File: config.mk
export PLATFORM = sky130hd
export DESIGN_NAME = confusion_matrix_accumulator_top_flat
export DESIGN_NICKNAME = d
export VERILOG_FILES = /design/src/sv/cma_pkg.sv /design/src/sv/cma_in_if.sv /design/src/sv/cma_out_if.sv /design/src/sv/cma_cell.sv /design/src/sv/confusion_matrix_accumulator_top.sv /design/src/flat_wrapper.sv
export SDC_FILE = /design/constraint.sdc
export NUM_CORES = 2
export LEC_CHECK = 0
export BUFFER_PORTS_ARGS = -buffer_cell sky130_fd_sc_hd__buf_4
export CORE_MARGIN = 4
export CORE_UTILIZATION = 35
export DETAILED_ROUTE_END_ITERATION = 16
export GPL_TIMING_DRIVEN = 0
export HOLD_SLACK_MARGIN = 0.1
export PLACE_DENSITY_LB_ADDON = 0.15
export SLEW_MARGIN = 20
export SYNTH_ARGS = -nofsm -noshare
export SYNTH_HDL_FRONTEND = slang
export SYNTH_SLANG_ARGS = --single-unit
File: constraint.sdc
create_clock -name clk -period 17.8 [get_ports clk]
set_clock_uncertainty 0.1 [all_clocks]
set_input_delay 1.78 -clock clk [delete_from_list [all_inputs] [get_ports clk]]
set_output_delay 1.78 -clock clk [all_outputs]
set_load 0.02 [all_outputs]
File: src/sv/cma_pkg.sv
package cma_pkg;

  // Fixed geometry of the label table and the result fields
  localparam int TABLE_SIZE       = 4;
  localparam int POS_BITS         = 2;
  localparam int LABEL_BITS       = 8;
  localparam int OUT_BITS         = 32;
  localparam int ACTIVE_BITS      = 3;
  localparam int CFG_IDX_BITS     = 3;
  localparam int CFG_DATA_BITS    = 8;

  // Defaults for the top-level parameters
  localparam int NUM_CLASSES_DEF  = 4;
  localparam int COUNT_BITS_DEF   = 32;

  // Configuration register indexes
  localparam logic [CFG_IDX_BITS-1:0] REG_CLASSES_IN_USE = 3'd0;
  localparam logic [CFG_IDX_BITS-1:0] REG_CLASS_LABEL_A  = 3'd1;
  localparam logic [CFG_IDX_BITS-1:0] REG_CLASS_LABEL_B  = 3'd2;
  localparam logic [CFG_IDX_BITS-1:0] REG_CLASS_LABEL_C  = 3'd3;
  localparam logic [CFG_IDX_BITS-1:0] REG_CLASS_LABEL_D  = 3'd4;

  // Input kind codes
  localparam logic KIND_SAMPLE = 1'b0;
  localparam logic KIND_FLUSH  = 1'b1;

  // Per-cell control from the sequencer
  typedef struct packed {
    logic                shift;     // load neighbor record (drain)
    logic                upd;       // counted sample, this class active
    logic                is_pred;   // predicted label equals this class label
    logic                is_true;   // truth label equals this class label
    logic                pair_hit;  // this cell is the predicted position
    logic [POS_BITS-1:0] pair_idx;  // true position of the sample
  } cell_ctl_t;

endpackage

File: src/sv/cma_in_if.sv
interface cma_in_if;
  logic                               valid;
  logic                               ready;
  logic                               kind;
  logic [cma_pkg::LABEL_BITS-1:0]     truth_label;
  logic [cma_pkg::LABEL_BITS-1:0]     predicted_label;

  modport source (output valid, kind, truth_label, predicted_label, input ready);
  modport sink   (input valid, kind, truth_label, predicted_label, output ready);
endinterface

File: src/sv/cma_out_if.sv
interface cma_out_if;
  logic                             valid;
  logic                             ready;
  logic [cma_pkg::POS_BITS-1:0]     class_index;
  logic [cma_pkg::OUT_BITS-1:0]     true_pos;
  logic [cma_pkg::OUT_BITS-1:0]     false_pos;
  logic [cma_pkg::OUT_BITS-1:0]     true_neg;
  logic [cma_pkg::OUT_BITS-1:0]     false_neg;
  logic [cma_pkg::OUT_BITS-1:0]     row_count_a;
  logic [cma_pkg::OUT_BITS-1:0]     row_count_b;
  logic [cma_pkg::OUT_BITS-1:0]     row_count_c;
  logic [cma_pkg::OUT_BITS-1:0]     row_count_d;
  logic [cma_pkg::OUT_BITS-1:0]     dropped_samples;
  logic                             last;

  modport source (output valid, class_index, true_pos, false_pos, true_neg, false_neg,
                  row_count_a, row_count_b, row_count_c, row_count_d,
                  dropped_samples, last, input ready);
  modport sink   (input valid, class_index, true_pos, false_pos, true_neg, false_neg,
                  row_count_a, row_count_b, row_count_c, row_count_d,
                  dropped_samples, last, output ready);
endinterface

File: src/sv/cma_cell.sv
// One class of the chain: one-vs-rest counters plus its confusion-matrix row.
// Record layout: slot 0 tp, 1 fp, 2 tn, 3 fn, 4+j row count for true position j.
module cma_cell #(
  parameter int NUM_CLASSES = cma_pkg::NUM_CLASSES_DEF,
  parameter int COUNT_BITS  = cma_pkg::COUNT_BITS_DEF,
  localparam int SLOTS      = 4 + NUM_CLASSES,
  localparam int REC_BITS   = SLOTS * COUNT_BITS
) (
  input  logic                clk,
  input  logic                rst,
  input  cma_pkg::cell_ctl_t  ctl,
  input  logic [REC_BITS-1:0] shift_in,
  output logic [REC_BITS-1:0] rec
);

  localparam int SLOT_TP = 0;
  localparam int SLOT_FP = 1;
  localparam int SLOT_TN = 2;
  localparam int SLOT_FN = 3;
  localparam int SLOT_ROW = 4;

  logic [COUNT_BITS-1:0] cnt [SLOTS];

  genvar s;
  generate
    for (s = 0; s < SLOTS; s++) begin : g_slot
      logic bump;

      // Which counter this sample touches
      if (s == SLOT_TP) begin : g_tp
        assign bump = ctl.upd && ctl.is_pred && ctl.is_true;
      end else if (s == SLOT_FP) begin : g_fp
        assign bump = ctl.upd && ctl.is_pred && !ctl.is_true;
      end else if (s == SLOT_FN) begin : g_fn
        assign bump = ctl.upd && !ctl.is_pred && ctl.is_true;
      end else if (s == SLOT_TN) begin : g_tn
        assign bump = ctl.upd && !ctl.is_pred && !ctl.is_true;
      end else begin : g_row
        assign bump = ctl.pair_hit && (ctl.pair_idx == cma_pkg::POS_BITS'(s - SLOT_ROW));
      end

      // Saturating counter, or take the neighbor's value while draining
      always_ff @(posedge clk) begin
        if (rst) begin
          cnt[s] <= '0;
        end else if (ctl.shift) begin
          cnt[s] <= shift_in[s*COUNT_BITS +: COUNT_BITS];
        end else if (bump && !(&cnt[s])) begin
          cnt[s] <= cnt[s] + 1'b1;
        end
      end

      assign rec[s*COUNT_BITS +: COUNT_BITS] = cnt[s];
    end
  endgenerate

endmodule

File: src/sv/confusion_matrix_accumulator_top.sv
// Channel  | Dir | Payload                                              | Transaction
// ---------+-----+------------------------------------------------------+-------------------
// sample   | in  | kind, truth_label, predicted_label                   | valid && ready
// result   | out | class_index, tp/fp/tn/fn, row_count_a..d, dropped,   | valid && ready
//          |     | last                                                 |
// cfg      | in  | cfg_index, cfg_data                                  | cfg_we
//
// A labelled sample updates all cells together, and the next sample follows at once
// while the block is idle. A flush is taken, then drains with NUM_CLASSES shifts
// through the cell chain; an emitting shift waits while the result register is full
// and result.ready is low. sample.ready is low during the drain.
// Results come one per active class from cell 0 of the chain.
// Synchronous reset clears all counters and loads the default class table.
module confusion_matrix_accumulator_top #(
  parameter int NUM_CLASSES = cma_pkg::NUM_CLASSES_DEF,
  parameter int COUNT_BITS  = cma_pkg::COUNT_BITS_DEF
) (
  input  logic                                 clk,
  input  logic                                 rst,
  input  logic                                 cfg_we,
  input  logic [cma_pkg::CFG_IDX_BITS-1:0]     cfg_index,
  input  logic [cma_pkg::CFG_DATA_BITS-1:0]    cfg_data,
  cma_in_if.sink                               sample,
  cma_out_if.source                            result
);

  localparam int SLOTS    = 4 + NUM_CLASSES;
  localparam int REC_BITS = SLOTS * COUNT_BITS;
  localparam int STEP_BITS = (NUM_CLASSES > 2) ? $clog2(NUM_CLASSES) : 1;

  typedef enum logic [1:0] {
    ST_IDLE  = 2'b01,
    ST_DRAIN = 2'b10
  } state_t;

  // Configuration registers
  logic [cma_pkg::ACTIVE_BITS-1:0] classes_in_use;
  logic [cma_pkg::LABEL_BITS-1:0]  class_label [cma_pkg::TABLE_SIZE];

  always_ff @(posedge clk) begin
    if (rst) begin
      classes_in_use <= cma_pkg::ACTIVE_BITS'(4);
      for (int i = 0; i < cma_pkg::TABLE_SIZE; i++) begin
        class_label[i] <= cma_pkg::LABEL_BITS'(i + 1);
      end
    end else if (cfg_we) begin
      unique case (cfg_index)
        cma_pkg::REG_CLASSES_IN_USE: classes_in_use <= cfg_data[cma_pkg::ACTIVE_BITS-1:0];
        cma_pkg::REG_CLASS_LABEL_A:  class_label[0] <= cfg_data;
        cma_pkg::REG_CLASS_LABEL_B:  class_label[1] <= cfg_data;
        cma_pkg::REG_CLASS_LABEL_C:  class_label[2] <= cfg_data;
        cma_pkg::REG_CLASS_LABEL_D:  class_label[3] <= cfg_data;
        default: ;
      endcase
    end
  end

  // Active class count, clamped to 2..NUM_CLASSES
  logic [cma_pkg::ACTIVE_BITS-1:0] n_act;
  always_comb begin
    n_act = classes_in_use;
    if (n_act < cma_pkg::ACTIVE_BITS'(2)) n_act = cma_pkg::ACTIVE_BITS'(2);
    if (n_act > cma_pkg::ACTIVE_BITS'(NUM_CLASSES)) n_act = cma_pkg::ACTIVE_BITS'(NUM_CLASSES);
  end

  state_t state, state_next;
  logic [STEP_BITS-1:0] step;

  // Label lookup: lowest active position that matches
  logic                         pred_found, truth_found;
  logic [cma_pkg::POS_BITS-1:0] pred_pos, truth_pos;
  always_comb begin
    pred_found  = 1'b0;
    truth_found = 1'b0;
    pred_pos    = '0;
    truth_pos   = '0;
    for (int i = cma_pkg::TABLE_SIZE - 1; i >= 0; i--) begin
      if (i < NUM_CLASSES && cma_pkg::ACTIVE_BITS'(i) < n_act) begin
        if (class_label[i] == sample.predicted_label) begin
          pred_found = 1'b1;
          pred_pos   = cma_pkg::POS_BITS'(i);
        end
        if (class_label[i] == sample.truth_label) begin
          truth_found = 1'b1;
          truth_pos   = cma_pkg::POS_BITS'(i);
        end
      end
    end
  end

  logic take, labelled, counted, dropped, flush_take;
  assign sample.ready = (state == ST_IDLE);
  assign take       = sample.valid && sample.ready;
  assign labelled   = take && (sample.kind == cma_pkg::KIND_SAMPLE) && (sample.truth_label != '0);
  assign counted    = labelled && pred_found && truth_found;
  assign dropped    = labelled && !(pred_found && truth_found);
  assign flush_take = take && (sample.kind == cma_pkg::KIND_FLUSH);

  // Drain sequencing
  logic out_valid;
  logic emit, slot_free, advance, drain_done;
  assign emit       = (cma_pkg::ACTIVE_BITS'(step) < n_act);
  assign slot_free  = !out_valid || result.ready;
  assign advance    = (state == ST_DRAIN) && (!emit || slot_free);
  assign drain_done = advance && (step == STEP_BITS'(NUM_CLASSES - 1));

  always_comb begin
    state_next = state;
    unique case (state)
      ST_IDLE:  if (flush_take) state_next = ST_DRAIN;
      ST_DRAIN: if (drain_done) state_next = ST_IDLE;
      default:  state_next = ST_IDLE;
    endcase
  end

  always_ff @(posedge clk) begin
    if (rst) begin
      state <= ST_IDLE;
      step  <= '0;
    end else begin
      state <= state_next;
      if (drain_done) begin
        step <= '0;
      end else if (advance) begin
        step <= step + 1'b1;
      end
    end
  end

  // Drop counter, cleared when the drain ends
  logic [COUNT_BITS-1:0] drop_counter;
  always_ff @(posedge clk) begin
    if (rst || drain_done) begin
      drop_counter <= '0;
    end else if (dropped && !(&drop_counter)) begin
      drop_counter <= drop_counter + 1'b1;
    end
  end

  // Cell chain: samples broadcast, records shift toward cell 0 on drain
  cma_pkg::cell_ctl_t  ctl      [NUM_CLASSES];
  logic [REC_BITS-1:0] rec_bus  [NUM_CLASSES];
  logic [REC_BITS-1:0] shift_in [NUM_CLASSES];

  genvar k;
  generate
    for (k = 0; k < NUM_CLASSES; k++) begin : g_cell
      assign ctl[k].shift    = advance;
      assign ctl[k].upd      = counted && (cma_pkg::ACTIVE_BITS'(k) < n_act);
      assign ctl[k].is_pred  = (class_label[k] == sample.predicted_label);
      assign ctl[k].is_true  = (class_label[k] == sample.truth_label);
      assign ctl[k].pair_hit = counted && (pred_pos == cma_pkg::POS_BITS'(k));
      assign ctl[k].pair_idx = truth_pos;

      if (k == NUM_CLASSES - 1) begin : g_end
        assign shift_in[k] = '0;
      end else begin : g_mid
        assign shift_in[k] = rec_bus[k+1];
      end

      cma_cell #(
        .NUM_CLASSES (NUM_CLASSES),
        .COUNT_BITS  (COUNT_BITS)
      ) u_cell (
        .clk      (clk),
        .rst      (rst),
        .ctl      (ctl[k]),
        .shift_in (shift_in[k]),
        .rec      (rec_bus[k])
      );
    end
  endgenerate

  // Row counts of cell 0, zero for inactive true positions
  logic [cma_pkg::OUT_BITS-1:0] row_val [cma_pkg::TABLE_SIZE];
  genvar j;
  generate
    for (j = 0; j < cma_pkg::TABLE_SIZE; j++) begin : g_row
      if (j < NUM_CLASSES) begin : g_on
        assign row_val[j] = (cma_pkg::ACTIVE_BITS'(j) < n_act)
                          ? cma_pkg::OUT_BITS'(rec_bus[0][(4+j)*COUNT_BITS +: COUNT_BITS])
                          : '0;
      end else begin : g_off
        assign row_val[j] = '0;
      end
    end
  endgenerate

  // Result register
  logic                         load;
  logic [cma_pkg::POS_BITS-1:0] r_index;
  logic [cma_pkg::OUT_BITS-1:0] r_tp, r_fp, r_tn, r_fn, r_drop;
  logic [cma_pkg::OUT_BITS-1:0] r_row [cma_pkg::TABLE_SIZE];
  logic                         r_last;

  assign load = advance && emit;

  always_ff @(posedge clk) begin
    if (rst) begin
      out_valid <= 1'b0;
    end else if (load) begin
      out_valid <= 1'b1;
    end else if (result.ready) begin
      out_valid <= 1'b0;
    end
  end

  always_ff @(posedge clk) begin
    if (load) begin
      r_index <= cma_pkg::POS_BITS'(step);
      r_tp    <= cma_pkg::OUT_BITS'(rec_bus[0][0*COUNT_BITS +: COUNT_BITS]);
      r_fp    <= cma_pkg::OUT_BITS'(rec_bus[0][1*COUNT_BITS +: COUNT_BITS]);
      r_tn    <= cma_pkg::OUT_BITS'(rec_bus[0][2*COUNT_BITS +: COUNT_BITS]);
      r_fn    <= cma_pkg::OUT_BITS'(rec_bus[0][3*COUNT_BITS +: COUNT_BITS]);
      r_row   <= row_val;
      r_drop  <= cma_pkg::OUT_BITS'(drop_counter);
      r_last  <= (cma_pkg::ACTIVE_BITS'(step) + 1'b1 == n_act);
    end
  end

  assign result.valid           = out_valid;
  assign result.class_index     = r_index;
  assign result.true_pos        = r_tp;
  assign result.false_pos       = r_fp;
  assign result.true_neg        = r_tn;
  assign result.false_neg       = r_fn;
  assign result.row_count_a     = r_row[0];
  assign result.row_count_b     = r_row[1];
  assign result.row_count_c     = r_row[2];
  assign result.row_count_d     = r_row[3];
  assign result.dropped_samples = r_drop;
  assign result.last            = r_last;

endmodule

File: src/flat_wrapper.sv
// flat-port wrapper written by rule: the top's interface ports become plain ports
module confusion_matrix_accumulator_top_flat 
#(
  parameter int NUM_CLASSES = cma_pkg::NUM_CLASSES_DEF,
  parameter int COUNT_BITS  = cma_pkg::COUNT_BITS_DEF
)
  (clk, rst, cfg_we, cfg_index, cfg_data, sample_valid, sample_kind, sample_truth_label, sample_predicted_label, sample_ready, result_valid, result_class_index, result_true_pos, result_false_pos, result_true_neg, result_false_neg, result_row_count_a, result_row_count_b, result_row_count_c, result_row_count_d, result_dropped_samples, result_last, result_ready);
  cma_in_if sample_i ();
  cma_out_if result_i ();
  input  logic clk;
  input  logic rst;
  input  logic cfg_we;
  input  logic [cma_pkg::CFG_IDX_BITS-1:0] cfg_index;
  input  logic [cma_pkg::CFG_DATA_BITS-1:0] cfg_data;
  input wire logic [$bits(sample_i.valid)-1:0] sample_valid;
  input wire logic [$bits(sample_i.kind)-1:0] sample_kind;
  input wire logic [$bits(sample_i.truth_label)-1:0] sample_truth_label;
  input wire logic [$bits(sample_i.predicted_label)-1:0] sample_predicted_label;
  output wire logic [$bits(sample_i.ready)-1:0] sample_ready;
  output wire logic [$bits(result_i.valid)-1:0] result_valid;
  output wire logic [$bits(result_i.class_index)-1:0] result_class_index;
  output wire logic [$bits(result_i.true_pos)-1:0] result_true_pos;
  output wire logic [$bits(result_i.false_pos)-1:0] result_false_pos;
  output wire logic [$bits(result_i.true_neg)-1:0] result_true_neg;
  output wire logic [$bits(result_i.false_neg)-1:0] result_false_neg;
  output wire logic [$bits(result_i.row_count_a)-1:0] result_row_count_a;
  output wire logic [$bits(result_i.row_count_b)-1:0] result_row_count_b;
  output wire logic [$bits(result_i.row_count_c)-1:0] result_row_count_c;
  output wire logic [$bits(result_i.row_count_d)-1:0] result_row_count_d;
  output wire logic [$bits(result_i.dropped_samples)-1:0] result_dropped_samples;
  output wire logic [$bits(result_i.last)-1:0] result_last;
  input wire logic [$bits(result_i.ready)-1:0] result_ready;
  assign sample_i.valid = sample_valid;
  assign sample_i.kind = sample_kind;
  assign sample_i.truth_label = sample_truth_label;
  assign sample_i.predicted_label = sample_predicted_label;
  assign sample_ready = sample_i.ready;
  assign result_valid = result_i.valid;
  assign result_class_index = result_i.class_index;
  assign result_true_pos = result_i.true_pos;
  assign result_false_pos = result_i.false_pos;
  assign result_true_neg = result_i.true_neg;
  assign result_false_neg = result_i.false_neg;
  assign result_row_count_a = result_i.row_count_a;
  assign result_row_count_b = result_i.row_count_b;
  assign result_row_count_c = result_i.row_count_c;
  assign result_row_count_d = result_i.row_count_d;
  assign result_dropped_samples = result_i.dropped_samples;
  assign result_last = result_i.last;
  assign result_i.ready = result_ready;
  confusion_matrix_accumulator_top #(.NUM_CLASSES(NUM_CLASSES), .COUNT_BITS(COUNT_BITS)) u_core (.clk(clk), .rst(rst), .cfg_we(cfg_we), .cfg_index(cfg_index), .cfg_data(cfg_data), .sample(sample_i), .result(result_i));
endmodule
[Word level (Yosys, flattened, before mapping)]
Memory sizes are Yosys's and may differ from the RTL's.
Index checks and enable logic that the tools add are counted.
Word-level totals
  register bits: 331
  bits in writable memories: 1056
  input port bits: 33
  output and inout port bits: 293
  word-level logic and storage cells: 592
  memories: 5
Memory list
  u_core.g_cell[0].u_cell.cnt: depth 8, bits a word 32, read ports 8, clocked after memory_dff 0, wr ports 8, line cma_cell.sv:22  | logic [COUNT_BITS-1:0] cnt [SLOTS];
  u_core.g_cell[1].u_cell.cnt: depth 8, bits a word 32, read ports 8, clocked after memory_dff 0, wr ports 8, line cma_cell.sv:22
  u_core.g_cell[2].u_cell.cnt: depth 8, bits a word 32, read ports 8, clocked after memory_dff 0, wr ports 8, line cma_cell.sv:22
  u_core.g_cell[3].u_cell.cnt: depth 8, bits a word 32, read ports 8, clocked after memory_dff 0, wr ports 8, line cma_cell.sv:22
  u_core.class_label: depth 4, bits a word 8, read ports 4, clocked after memory_dff 0, wr ports 4, line confusion_matrix_accumulator_top.sv:38  | logic [cma_pkg::LABEL_BITS-1:0] class_label [cma_pkg::TABLE_SIZE];
Cells by class
  add/sub/neg operators: 35
  magnitude comparators: 7
  equal/unequal tests: 24
  muxes and demuxes: 256
  bitwise gates (word level): 69
  reduce and logical (&&, ||, !) cells: 180
Operators by type and width (number)
  32-bit 2-to-1 mux: 64
  32-bit by 1-bit adder with 32-bit output (second input constant): 33
  32-bit AND reduction: 33
  1-bit 2-to-1 mux: 167
  1-bit logical AND: 92
  1-bit bitwise OR: 68
  8-bit == test: 8
  1-bit zero test: 44
  2-bit 2-to-1 mux: 18
  8-bit 2-to-1 mux: 4
  2-bit == test (second input constant): 6
  8-bit nonzero test: 1
  2-bit by 1-bit == test with 1-bit output (second input constant): 3
  3-bit by 2-bit == test with 1-bit output (second input constant): 2
  1-bit by 3-bit less-than comparator with 1-bit output (first input constant): 2
  2-bit by 3-bit less-than comparator with 1-bit output (first input constant): 2
  3-bit 2-to-1 mux: 2
  2-bit zero test: 2
  2-bit one-hot mux with 2 select lines: 1
  2-bit AND reduction: 2
  2-bit by 1-bit adder with 3-bit output (second input constant): 1
  3-bit by 1-bit == test with 1-bit output (second input constant): 1
  3-bit == test: 1
  3-bit == test (second input constant): 1
  11 further kinds: 13

[Longest topological paths before layout]
  depth after elaboration: 23
  mapped depth: 13
  gate-level depth less buffers: 10

[Modules after synthesis]
Synthesis repeated with hierarchy kept, for this count alone.
Second synthesis, totals
  cell total of the unflattened synthesis: 7220
  area, all modules: 75198.4 sq um
By module, submodules not included
  cma_cell (u_core.g_cell[2].u_cell ...): instances 2, cells an instance 1571, area each 15406.0 sq um, seq. area each 7687.4 sq um
  cma_cell (u_core.g_cell[0].u_cell): instances 1, cells an instance 1612, area each 15413.5 sq um, seq. area each 7687.4 sq um
  cma_cell (u_core.g_cell[1].u_cell): instances 1, cells an instance 1587, area each 15354.7 sq um, seq. area each 7687.4 sq um
  confusion_matrix_accumulator_top: instances 1, cells an instance 879, area each 13618.1 sq um, seq. area each 10500.1 sq um

[Worst setup path after synthesis]
OpenSTA, ideal clock, no wires.
  path kind: input-to-reg
  start point: input result_ready
  end point: register u_core.r_index (netlist bit u_core.result.class_index[0]) (enable)
  library setup time: 0.642 ns
  arrival: 7.850 ns
  data required time: 17.058 ns
  setup slack: 9.208 ns
  stages on the path: 4
  path buffers: 0
  cells stage by stage: nand2b_1 -> o21a_1 -> nand2b_1 -> inv_1
On the way
  word-level cells in the longest chain between the ends: 4
RTL lines
  from (decl): line flat_wrapper.sv:32  | input wire logic [$bits(result_i.ready)-1:0] result_ready;
  1-bit logical OR: line confusion_matrix_accumulator_top.sv:103  | assign slot_free = !out_valid || result.ready;
  1-bit logical OR: line confusion_matrix_accumulator_top.sv:104  | assign advance = (state == ST_DRAIN) && (!emit || slot_free);
  1-bit logical AND: line confusion_matrix_accumulator_top.sv:104
  1-bit logical AND: line confusion_matrix_accumulator_top.sv:196  | assign load = advance && emit;
  named net u_core.load: line confusion_matrix_accumulator_top.sv:190  | logic load;
  to (signal assigned): line confusion_matrix_accumulator_top.sv:210  | r_index <= cma_pkg::POS_BITS'(step);
  to (decl): line confusion_matrix_accumulator_top.sv:191  | logic [cma_pkg::POS_BITS-1:0] r_index;
The timed path passes the listed nets, and every way through them passes these cells.
A chain may end at the register's enable or synchronous reset.

==> metrics.yaml <==
min_path_type: "reg -> reg"
setup_violations: 0
slew-limit-headroom: 0.220
die_y_um: 459
die_w_um: 459
grt-ovfl-total: 0
ff2ff_setup_slack_ns: 12.03
netlist_instances: 6719
remaining_drc_errors: 0
drive_gt1_frac: 0.0947
clk_pin_slew_ns: 0.06
cts_tree: "built"
rsz0062_at_grt: "false"
outcome: "completed"
yosysSeqAreaShare: 0.580
clock_path_buffers: 3
routed_wl_um: 201000
tightest_slew_ns: 1.17
irDropWorstVdd_mv: 0.103
worstSkewPairLatency_ns: 0.82
coreArea_um2: 202000
hold_start: "u_core.drop_counter[23]"
dieArea_um2: 211000
postPlaceCellArea_um2: 77600
avgSynthCellArea_um2: 10.6
postRouteAntennaNets: 0
cp.required_ns: 18.20
dpl.hpwl_um: 149000
synth_edf_count: 1347
fp-row-count: 165
ctsHoldBuffers: 0
cp.arrival_ns: 6.71
synth.distinct_cells: 65
async_flop_share: 0
worst_slack_ns: 11.49
drtIter0Drc: 3925
root_buffer: "clkbuf_16"
cts_buffers: 163
synth_area_um2: 71200
min_to: "u_core.result.dropped_samples[23]"
clock_sinks: 1387
ys_ff_latch: 1387
final_cell_area_um2: 82800
timing.hold.ws_ns: 0.375
tns_ns: 0
first_pass_iters: 6
worst-setup-path-type: "in -> reg"
grt_pass1_wl_um: 305000
startpoint_type: "input port"
min_path_cells: 0
drv_slew: 0
cts_resized: 0
cp_max_fo: 10
num_vias: 50938
routed_via_density: 5.07
cts_setup_buffers: 0
wire_per_inst_um: 20.0
fmax_ghz: 0.158
syn2layout_area_growth_pct: 16.4
endpoint_kind: "flip-flop"
p_leak_nw: 26.5
final_util: 0.410
rr_endpoint: "u_core.g_cell[0].u_cell.cnt[0][89]"
hold_viol: 0
io_pins: 326
synth_fp_nets: 6788
gp_congestion: 0.845
fin_crit_sh: 0.354
start_util: 0.352
grt_start_max_net_pins: 95
port_buffers: 316
synthFlopType: "edfxtp_1"
antenna_found_initial: 33
place_ws_ns: 10.74
power_density_nw_per_um2: 88.6
max-cap-violations: 0
worstReg2RegStart: "u_core.classes_in_use[2]"
track_usage: 0.187
nets: 7294
worstRegToRegCells: 11
cts_max_level: 4
grt_pass1_vias: 50239
yosys_warnings: 0
layout_min_cycle_time_ns: 6.31
## worst max-delay path by stage
stage | startpoint | to
2_1_floorplan | result_ready | u_core.result.class_index[0]
3_3_place_gp | result_ready | u_core.result.false_neg[18]
3_5_place_dp | sample_truth_label[4] | u_core.g_cell[0].u_cell.cnt[0][89]
4_1_cts | sample_truth_label[4] | u_core.g_cell[0].u_cell.cnt[0][89]
5_1_grt | sample_truth_label[4] | u_core.g_cell[0].u_cell.cnt[0][89]
6_report | sample_truth_label[4] | u_core.g_cell[0].u_cell.cnt[0][89]
## state kept, by name (all words and copies together), names as in the netlist, 2 cells and up
register	cells
u_core.result.row_count_c	32
u_core.result.false_neg	32
u_core.g_cell.u_cell.cnt	1024
u_core.result.class_index	2
u_core.classes_in_use	3
u_core.result.false_pos	32
u_core.class_label	32
u_core.result.dropped_samples	32
u_core.state	2
u_core.result.true_neg	32
u_core.result.row_count_b	32
u_core.result.row_count_d	32
u_core.drop_counter	32
u_core.result.true_pos	32
u_core.step	2
u_core.result.row_count_a	32
## worst max-delay path, stage by stage
cell	delay, ns
clkbuf_1	0.33
xnor2_1	0.21
nand4_1	0.11
nor2_1	0.31
clkbuf_1	0.69
o41a_1	0.39
nand2_1	0.71
o41ai_2	0.96
buf_2	0.33
buf_2	0.25
buf_6	0.16
buf_2	0.21
buf_2	0.24
## cells in the mapped netlist, types with 5 or more instances
master,n,area (µm²)
edfxtp_1,1347,40400
nand2_1,1211,4550
o21ai_0,790,3950
xor2_1,610,5340
nor2_1,501,1880
xnor2_1,413,3620
nand3_1,388,1940
clkbuf_1,288,1080
nand4_1,209,1310
and3_1,208,1300
inv_1,109,409
and2_1,99,619
and4_1,93,815
nor3_1,65,325
nor2b_1,50,313
dfxtp_1,40,801
or3_1,40,250
ha_1,36,450
a21oi_1,29,145
nor2_4,27,304
nor4_1,26,163
o211ai_1,18,135
or4_1,13,97.6
buf_2,12,60.1
or2_2,10,62.6
nand2b_1,9,56.3
o31ai_1,8,60.1
a31o_2,5,43.8
## metal layers
layer	track usage	routed length, µm	share of wire
met1	0.249	89700	0.45
met2	0.306	95900	0.48
met3	0.0264	8520	0.042
met4	0.0746	7270	0.036
met5	0	0	0
## through the flow
stage	cells	power [mW]
4_1_cts	10031	7.43
6_report	10045	7.34
3_5_place_dp	9732	4.11
2_1_floorplan	6719	3.99
5_1_grt	10044	7.59
3_3_place_gp	9707	4.10
## layout make-up
type / instances / area, µm²
fillers: 19555 / 119000
clock inverters: 93 / 858
plain buffers: 310 / 1270
diodes: 14 / 35.0
well taps: 2672 / 3340
clock buffers: 206 / 4350
repair buffers: 341 / 2870
multi-input cells: 4913 / 28400
flip-flops and latches: 1387 / 41200
inverters: 109 / 417
## cell usage in the layout, fill, tap and decap left out, types with 99 or more instances in the layout
master and count:
and3_1 208, edfxtp_1 1347, buf_4 319, xor2_1 610, nand2_1 1184, nand3_1 388, clkbuf_1 311, xnor2_1 413
inv_1 108, o21ai_0 786, and2_1 99, nand4_1 209, clkbuf_16 165, nor2_1 498
## logic make-up (layout without fill, tap and decap cells)
family / count (synthesis) / count (layout) / share of synthesized area
AO/OA/AOI/OAI: 879 / 879 / 0.0650
XOR/XNOR: 1023 / 1023 / 0.126
adder cells (fa/ha/maj): 36 / 36 / 0.00633
buffers and inverters: 419 / 1059 / 0.0234
flip-flops: 1387 / 1387 / 0.580
multiplexers: 3 / 3 / 0.000422
other: 0 / 14 / 0
AND/OR/NAND/NOR: 2972 / 2972 / 0.199
## power breakdown
group / switching, mW / internal [mW]
Clock: 1.41 / 1.88
Combinational: 0.145 / 0.0927
Sequential: 0.125 / 3.68
Note: power is estimated with default switching activity, not from simulation.
